$ cat config.mk
export PLATFORM = sky130hd
export DESIGN_NAME = adr_ctrl
export DESIGN_NICKNAME = d
export VERILOG_FILES = /design/src/adr_pkg.sv /design/src/adr_ctrl.sv
export SDC_FILE = /design/constraint.sdc
export NUM_CORES = 1
export LEC_CHECK = 0
export BUFFER_PORTS_ARGS = -buffer_cell sky130_fd_sc_hd__buf_4
export CORE_UTILIZATION = 50
export CTS_CLUSTER_SIZE = 28
export DETAILED_ROUTE_END_ITERATION = 6
export PLACE_DENSITY = 0.76
export SLEW_MARGIN = 0
export SYNTH_ARGS = -nofsm -noshare
export SYNTH_HDL_FRONTEND = slang
export SYNTH_SLANG_ARGS = --single-unit
$ cat constraint.sdc
create_clock -name clk -period 2.6 [get_ports clk]
set_clock_uncertainty 0.2 [all_clocks]
set_input_delay 0.26 -clock clk [delete_from_list [all_inputs] [get_ports clk]]
set_output_delay 0.26 -clock clk [all_outputs]
set_load 0.02 [all_outputs]
$ cat src/adr_pkg.sv
package adr_pkg;

    // Default values of the top-level parameters.
    localparam int TEX_SIDE_DEF         = 256;
    localparam int WARMUP_STEPS_DEF     = 11;
    localparam int SINE_TABLE_DEPTH_DEF = 4096;

    // Angle constants in Q30 radians.
    localparam longint TWO_PI_Q30  = 64'sd6746518852;
    localparam longint PI_Q30      = 64'sd3373259426;
    localparam longint HALF_PI_Q30 = 64'sd1686629713;

    // 2^32 / (2*pi), used to turn a Q32 angle into a turn fraction.
    localparam logic [29:0] INV_TWO_PI_Q32 = 30'd683565276;

    // Coordinate mapping: floor((12*v + 25*65536) * side / 65536 / 50).
    localparam logic signed [23:0] COORD_OFFSET = 24'sd1638400;
    localparam logic [16:0]        RECIP_50     = 17'd83887;
    localparam int                 RECIP_SHIFT  = 22;
    localparam int                 W_W          = 17;

    // Wave pipeline: last cycle of the wave phase of one step.
    localparam logic [3:0] WAVE_LAST = 4'd8;

    localparam logic [15:0] CH_MAX = 16'hFFFF;

    typedef enum logic [1:0] {
        FUNC_FADE = 2'd0,
        FUNC_RUN  = 2'd1,
        FUNC_READ = 2'd2,
        FUNC_NONE = 2'd3
    } func_t;

    typedef enum logic [2:0] {
        REG_COEF_A     = 3'd0,
        REG_COEF_B     = 3'd1,
        REG_COEF_C     = 3'd2,
        REG_COEF_D     = 3'd3,
        REG_BRIGHTNESS = 3'd4,
        REG_ITERATIONS = 3'd5,
        REG_FADE       = 3'd6
    } reg_idx_t;

    typedef enum logic [1:0] {
        OUT_ZERO  = 2'd0,
        OUT_PIXEL = 2'd1,
        OUT_COUNT = 2'd2
    } out_kind_t;

    typedef struct packed {
        logic      load;
        logic      sweep_clr;
        logic      sweep_inc;
        logic      clr_wr;
        logic      fade_rd;
        logic      wave_issue;
        logic [1:0] wave_slot;
        logic      newpt;
        logic      coord_a;
        logic      coord_b;
        logic      addr_calc;
        logic      pix_rd;
        logic      pix_wr;
        logic      cnt_clr;
        logic      idx_rd;
        logic      out_load;
        out_kind_t out_kind;
    } adr_cmd_t;

    typedef struct packed {
        logic        sweep_last;
        logic        out_free;
        logic [19:0] iters;
    } adr_status_t;

    // Sine of a Q30 angle in [0, 2*pi), rounded to signed Q16.
    function automatic logic signed [17:0] sine_of_angle(longint th_in);
        longint th;
        longint term;
        longint sum;
        longint q;
        logic   neg;
        th  = th_in;
        neg = 1'b0;
        if (th >= PI_Q30) begin
            th  = th - PI_Q30;
            neg = 1'b1;
        end
        if (th > HALF_PI_Q30) th = PI_Q30 - th;
        if (th < 0) th = 0;
        term = th;
        sum  = th;
        term = (term * th) >>> 30;
        term = (term * th) >>> 30;
        term = term / 6;
        sum  = sum - term;
        term = (term * th) >>> 30;
        term = (term * th) >>> 30;
        term = term / 20;
        sum  = sum + term;
        term = (term * th) >>> 30;
        term = (term * th) >>> 30;
        term = term / 42;
        sum  = sum - term;
        term = (term * th) >>> 30;
        term = (term * th) >>> 30;
        term = term / 72;
        sum  = sum + term;
        term = (term * th) >>> 30;
        term = (term * th) >>> 30;
        term = term / 110;
        sum  = sum - term;
        term = (term * th) >>> 30;
        term = (term * th) >>> 30;
        term = term / 156;
        sum  = sum + term;
        if (sum < 0) sum = 0;
        q = (sum + 8192) >>> 14;
        if (q > 65536) q = 65536;
        if (neg) q = -q;
        return 18'(q);
    endfunction

endpackage

$ cat src/adr_ctrl.sv
module adr_ctrl #(
    parameter int WARMUP_STEPS = adr_pkg::WARMUP_STEPS_DEF
) (
    input  logic                 clk,
    input  logic                 rst_n,
    input  logic                 s_tvalid,
    output logic                 s_tready,
    input  logic [1:0]           func,
    input  adr_pkg::adr_status_t status,
    output adr_pkg::adr_cmd_t    cmd
);

    typedef enum logic [12:0] {
        ST_CLEAR    = 13'b0000000000001,
        ST_IDLE     = 13'b0000000000010,
        ST_FADE     = 13'b0000000000100,
        ST_FADE_END = 13'b0000000001000,
        ST_WAVE     = 13'b0000000010000,
        ST_NEWPT    = 13'b0000000100000,
        ST_COORD_A  = 13'b0000001000000,
        ST_COORD_B  = 13'b0000010000000,
        ST_ADDR     = 13'b0000100000000,
        ST_PIX_RD   = 13'b0001000000000,
        ST_PIX_WR   = 13'b0010000000000,
        ST_READ     = 13'b0100000000000,
        ST_FINISH   = 13'b1000000000000
    } state_t;

    state_t      state_reg, state_next;
    logic [19:0] it_reg, it_next;
    logic [3:0]  wcnt_reg, wcnt_next;
    logic [1:0]  func_reg, func_next;
    logic        warm;
    logic [20:0] it_inc;

    assign s_tready = (state_reg == ST_IDLE);
    assign warm     = (it_reg >= 20'(WARMUP_STEPS));
    assign it_inc   = 21'(it_reg) + 21'd1;

    always_comb
    begin
        state_next = state_reg;
        it_next    = it_reg;
        wcnt_next  = wcnt_reg;
        func_next  = func_reg;
        cmd        = '0;
        case (state_reg)
            ST_CLEAR:
            begin
                cmd.clr_wr    = 1'b1;
                cmd.sweep_inc = 1'b1;
                if (status.sweep_last) state_next = ST_IDLE;
            end
            ST_IDLE:
            begin
                if (s_tvalid)
                begin
                    cmd.load  = 1'b1;
                    func_next = func;
                    case (func)
                        adr_pkg::FUNC_FADE:
                        begin
                            cmd.sweep_clr = 1'b1;
                            state_next    = ST_FADE;
                        end
                        adr_pkg::FUNC_RUN:
                        begin
                            cmd.cnt_clr = 1'b1;
                            it_next     = '0;
                            wcnt_next   = '0;
                            state_next  = (status.iters == '0) ? ST_FINISH : ST_WAVE;
                        end
                        adr_pkg::FUNC_READ: state_next = ST_READ;
                        default:            state_next = ST_FINISH;
                    endcase
                end
            end
            ST_FADE:
            begin
                cmd.fade_rd   = 1'b1;
                cmd.sweep_inc = 1'b1;
                if (status.sweep_last) state_next = ST_FADE_END;
            end
            ST_FADE_END: state_next = ST_FINISH;
            ST_WAVE:
            begin
                cmd.wave_issue = (wcnt_reg < 4'd4);
                cmd.wave_slot  = wcnt_reg[1:0];
                wcnt_next      = wcnt_reg + 4'd1;
                if (wcnt_reg == adr_pkg::WAVE_LAST) state_next = ST_NEWPT;
            end
            ST_NEWPT:
            begin
                cmd.newpt  = 1'b1;
                state_next = ST_COORD_A;
            end
            ST_COORD_A:
            begin
                cmd.coord_a = 1'b1;
                state_next  = ST_COORD_B;
            end
            ST_COORD_B:
            begin
                cmd.coord_b = 1'b1;
                state_next  = ST_ADDR;
            end
            ST_ADDR:
            begin
                cmd.addr_calc = 1'b1;
                state_next    = ST_PIX_RD;
            end
            ST_PIX_RD:
            begin
                cmd.pix_rd = warm;
                state_next = ST_PIX_WR;
            end
            ST_PIX_WR:
            begin
                cmd.pix_wr = warm;
                it_next    = it_inc[19:0];
                wcnt_next  = '0;
                state_next = (it_inc == 21'(status.iters)) ? ST_FINISH : ST_WAVE;
            end
            ST_READ:
            begin
                cmd.idx_rd = 1'b1;
                state_next = ST_FINISH;
            end
            ST_FINISH:
            begin
                if (status.out_free)
                begin
                    cmd.out_load = 1'b1;
                    case (func_reg)
                        adr_pkg::FUNC_RUN:  cmd.out_kind = adr_pkg::OUT_COUNT;
                        adr_pkg::FUNC_READ: cmd.out_kind = adr_pkg::OUT_PIXEL;
                        default:            cmd.out_kind = adr_pkg::OUT_ZERO;
                    endcase
                    state_next = ST_IDLE;
                end
            end
            default: state_next = ST_IDLE;
        endcase
    end

    always_ff @(posedge clk or negedge rst_n)
    begin
        if (!rst_n)
        begin
            state_reg <= ST_CLEAR;
            it_reg    <= '0;
            wcnt_reg  <= '0;
            func_reg  <= '0;
        end
        else
        begin
            state_reg <= state_next;
            it_reg    <= it_next;
            wcnt_reg  <= wcnt_next;
            func_reg  <= func_next;
        end
    end

endmodule

==> flow_metrics.tcl <==
set metrics [dict create \
    largest_register_ffs 20 \
    cp.required_ns 2.14 \
    syn2layout_area_growth_pct 45.0 \
    ys_seq_area_share_pct 33.8 \
    grt_pass1_wl_um 14200 \
    gp_congestion 0.937 \
    use_met2_pct 47.6 \
    path_clk_slew_ns 0.09 \
    hold_viol_final 0 \
    startpoint_type "flip-flop" \
    p_clk_share_pct 13.7 \
    ant_nets 0 \
    die_h_um 78.0 \
    vdd_drop_max_v 0.000515 \
    syn-instance-count 352 \
    tns_ns -1.25 \
    layout_common_cells "96 x buf_4, 33 x dfrtp_1, 30 x nand2_1" \
    synth.ff_latch_count 39 \
    synth_nets 382 \
    tightest_slew_ns 0.727 \
    holdPathStages 2 \
    fillers 361 \
    switchingPower_mw 1.78 \
    cts_htree_levels 2 \
    cts.sinks 39 \
    grt_max_degree 40 \
    fin_cells 520 \
    cellPowerDensity_nw_per_um2 967 \
    clkLatencyLatePin_ns 0.31 \
    drc 0 \
    arrival_ns 2.33 \
    reg2reg_depth 9 \
    core_um2 5540 \
    fin_crit_sh_pct 107 \
    diodes 0 \
    firstDrtPassIters 5 \
    ctsLongestPathBuffers 2 \
    routed_wl_um 10000 \
    floorplan.rows 27 \
    synth_area_um2 2890 \
    grt_usage_pct 30.1 \
    cp-end-kind "output port" \
    grt_setup_unrepaired "true" \
    drtIter0Drc 262 \
    final_layout_size_suffix_gt1_share_pct 40.2 \
    avgViaCountPerCell 6.34 \
    dp_hpwl_um 5980 \
    ios 47 \
    cts_root_buf "clkbuf_8" \
    grt_overflow 0 \
    hold_class "input pin to flip-flop" \
    final_nets 477 \
    ys_warn_count 0 \
    p_leak_nw 1.78 \
    regToRegSetupSlack_ns -0.08 \
    worst-path-max-fanout 2 \
    wl_per_cell_um 19.3 \
    tritoncts "done" \
    internal_power_mw 2.27 \
    grt_pass1_vias 2906 \
    grt_antenna_before_repair 0 \
    layout_min_cycle_time_ns 2.79 \
    globalRouteMet3Util_pct 6.35 \
    avgSynthCellArea_um2 8.20 \
    initial_utilization_pct 52.1 \
    die_w_um 78.0 \
    port_buffers 46 \
    synthArstFlopShare_pct 100 \
    worst_slack_ns -0.194 \
    seqPwrFrac_pct 28.3 \
    layout_commonest_cell "buf_4" \
    max-cap-violations 0 \
    synth_flop_cell "dfrtp_1" \
    setup_viol 23 \
    crit_type "flip-flop to output port" \
    die_area_um2 6080 \
    combinationalPowerShare_pct 58.0 \
    cts_buffers 5 \
    relSlewSlack_pct 51.1 \
    busiest_layer "met2" \
    status "complete, but fails checks" \
    violations "negative setup slack" \
    clock.fmax_ghz 0.358 \
    place_inst 489 \
    drv_slew 0 \
    synth-edff-count 0 \
    switching_share_pct 44.0 \
    via_count 3298 \
    ys_types 60 \
    grt_use_met1_pct 39.4 \
]
[cell usage after synthesis, types with 4 or more instances]
cell type,instances,share of area [%]
nand2b_1,5,1.1
nand3b_1,4,1.0
a21oi_1,13,2.3
nand4_1,7,1.5
nor4_1,20,4.3
a31oi_1,5,1.1
nor3b_1,6,1.6
and4_1,4,1.2
inv_1,10,1.3
clkbuf_1,13,1.7
nand3_1,16,2.8
nand2_1,32,4.2
buf_2,7,1.2
dfrtp_1,38,33
xor2_1,12,3.6
o21ai_1,25,4.3
nor2_1,30,3.9
xnor2_1,16,4.9
and2_1,4,0.87
o31ai_1,10,2.6
and3_1,6,1.3
nor3_1,16,2.8
[power by group through the flow]
stage / sequential (mW) / clock [mW] / combinational (mW)
after floorplan: 0.953 / 0 / 1.27
after global placement: 1.07 / 0 / 1.74
after detailed placement: 1.08 / 0 / 1.77
after CTS: 1.09 / 0.559 / 2.01
after global routing: 1.17 / 0.580 / 2.51
final: 1.15 / 0.555 / 2.35
[cells by family (layout without fill, tap and decap cells)]
kind of cell / Yosys count / in the layout / synth area share [%]
adders and majority gates: 3 / 3 / 1.30
buffers and inverters: 35 / 130 / 5.81
AOI/OAI and AO/OA: 74 / 74 / 16.2
DFF: 39 / 39 / 33.8
and+or+nand+nor: 169 / 170 / 32.8
xor gates and xnor gates: 28 / 28 / 8.49
muxes: 4 / 4 / 1.52
[critical path: stages, from the launching register on]
cell	delay, ns
dfrtp_1	0.42
nor4_4	0.32
nand4_2	0.15
or4b_4	0.54
clkinv_4	0.08
nand2_4	0.05
nor3b_4	0.22
buf_6	0.14
buf_6	0.11
[per-stage QoR]
stage / area (um2) / power, mW / worst slack [ns] / hold WS (ns) / util (%)
after floorplan: 2920 / 2.23 / -0.173 / -0.236 / -
after global placement: 3570 / 2.81 / 0.0607 / 0.0673 / 64.5
after detailed placement: 3570 / 2.85 / -0.0464 / 0.0698 / 64.5
after CTS: 3920 / 3.66 / -0.185 / 0.0628 / 70.8
after global routing: 4190 / 4.26 / -0.304 / 0.0696 / 75.6
final: 4190 / 4.05 / -0.194 / 0.0625 / 75.6
[area by class of cell]
cell class	count	area (um2)	area share [%]
flip-flops and latches	39	983	23.5
clock inverters	2	38.8	0.926
well taps	72	90.1	2.15
repair buffers	111	911	21.8
multi-input cells	279	2040	48.6
inverters	11	46.3	1.11
clock buffers	6	82.6	1.97
[routing by layer]
| layer | up-vias | share of wire (%) |
|---|---|---|
| li1 | 1481 | - |
| met1 | 1564 | 39 |
| met2 | 201 | 49 |
| met3 | 52 | 8.2 |
| met4 | 0 | 4.3 |
| met5 | - | 0 |
[timing repair]
action,in CTS,in global routing
gates cloned,1,2
hold buffers,2,0
buffers inserted,9,12
gates resized for setup,24,39
hold endpoints to repair,39,0
pin swaps,16,20
setup endpoints to repair,12,40
[final timing paths]
path / start / end
worst max-delay path: state_reg[7] / cmd[4]
worst min-delay path: func[1] / state_reg[11]
worst max register to register: it_reg[1] / state_reg[4]
worst min register to register: state_reg[0] / state_reg[0]
max in group asynchronous: rst_n / state_reg[4]
min in group asynchronous: rst_n / it_reg[2]
Note: power is estimated with default switching activity, not from simulation.
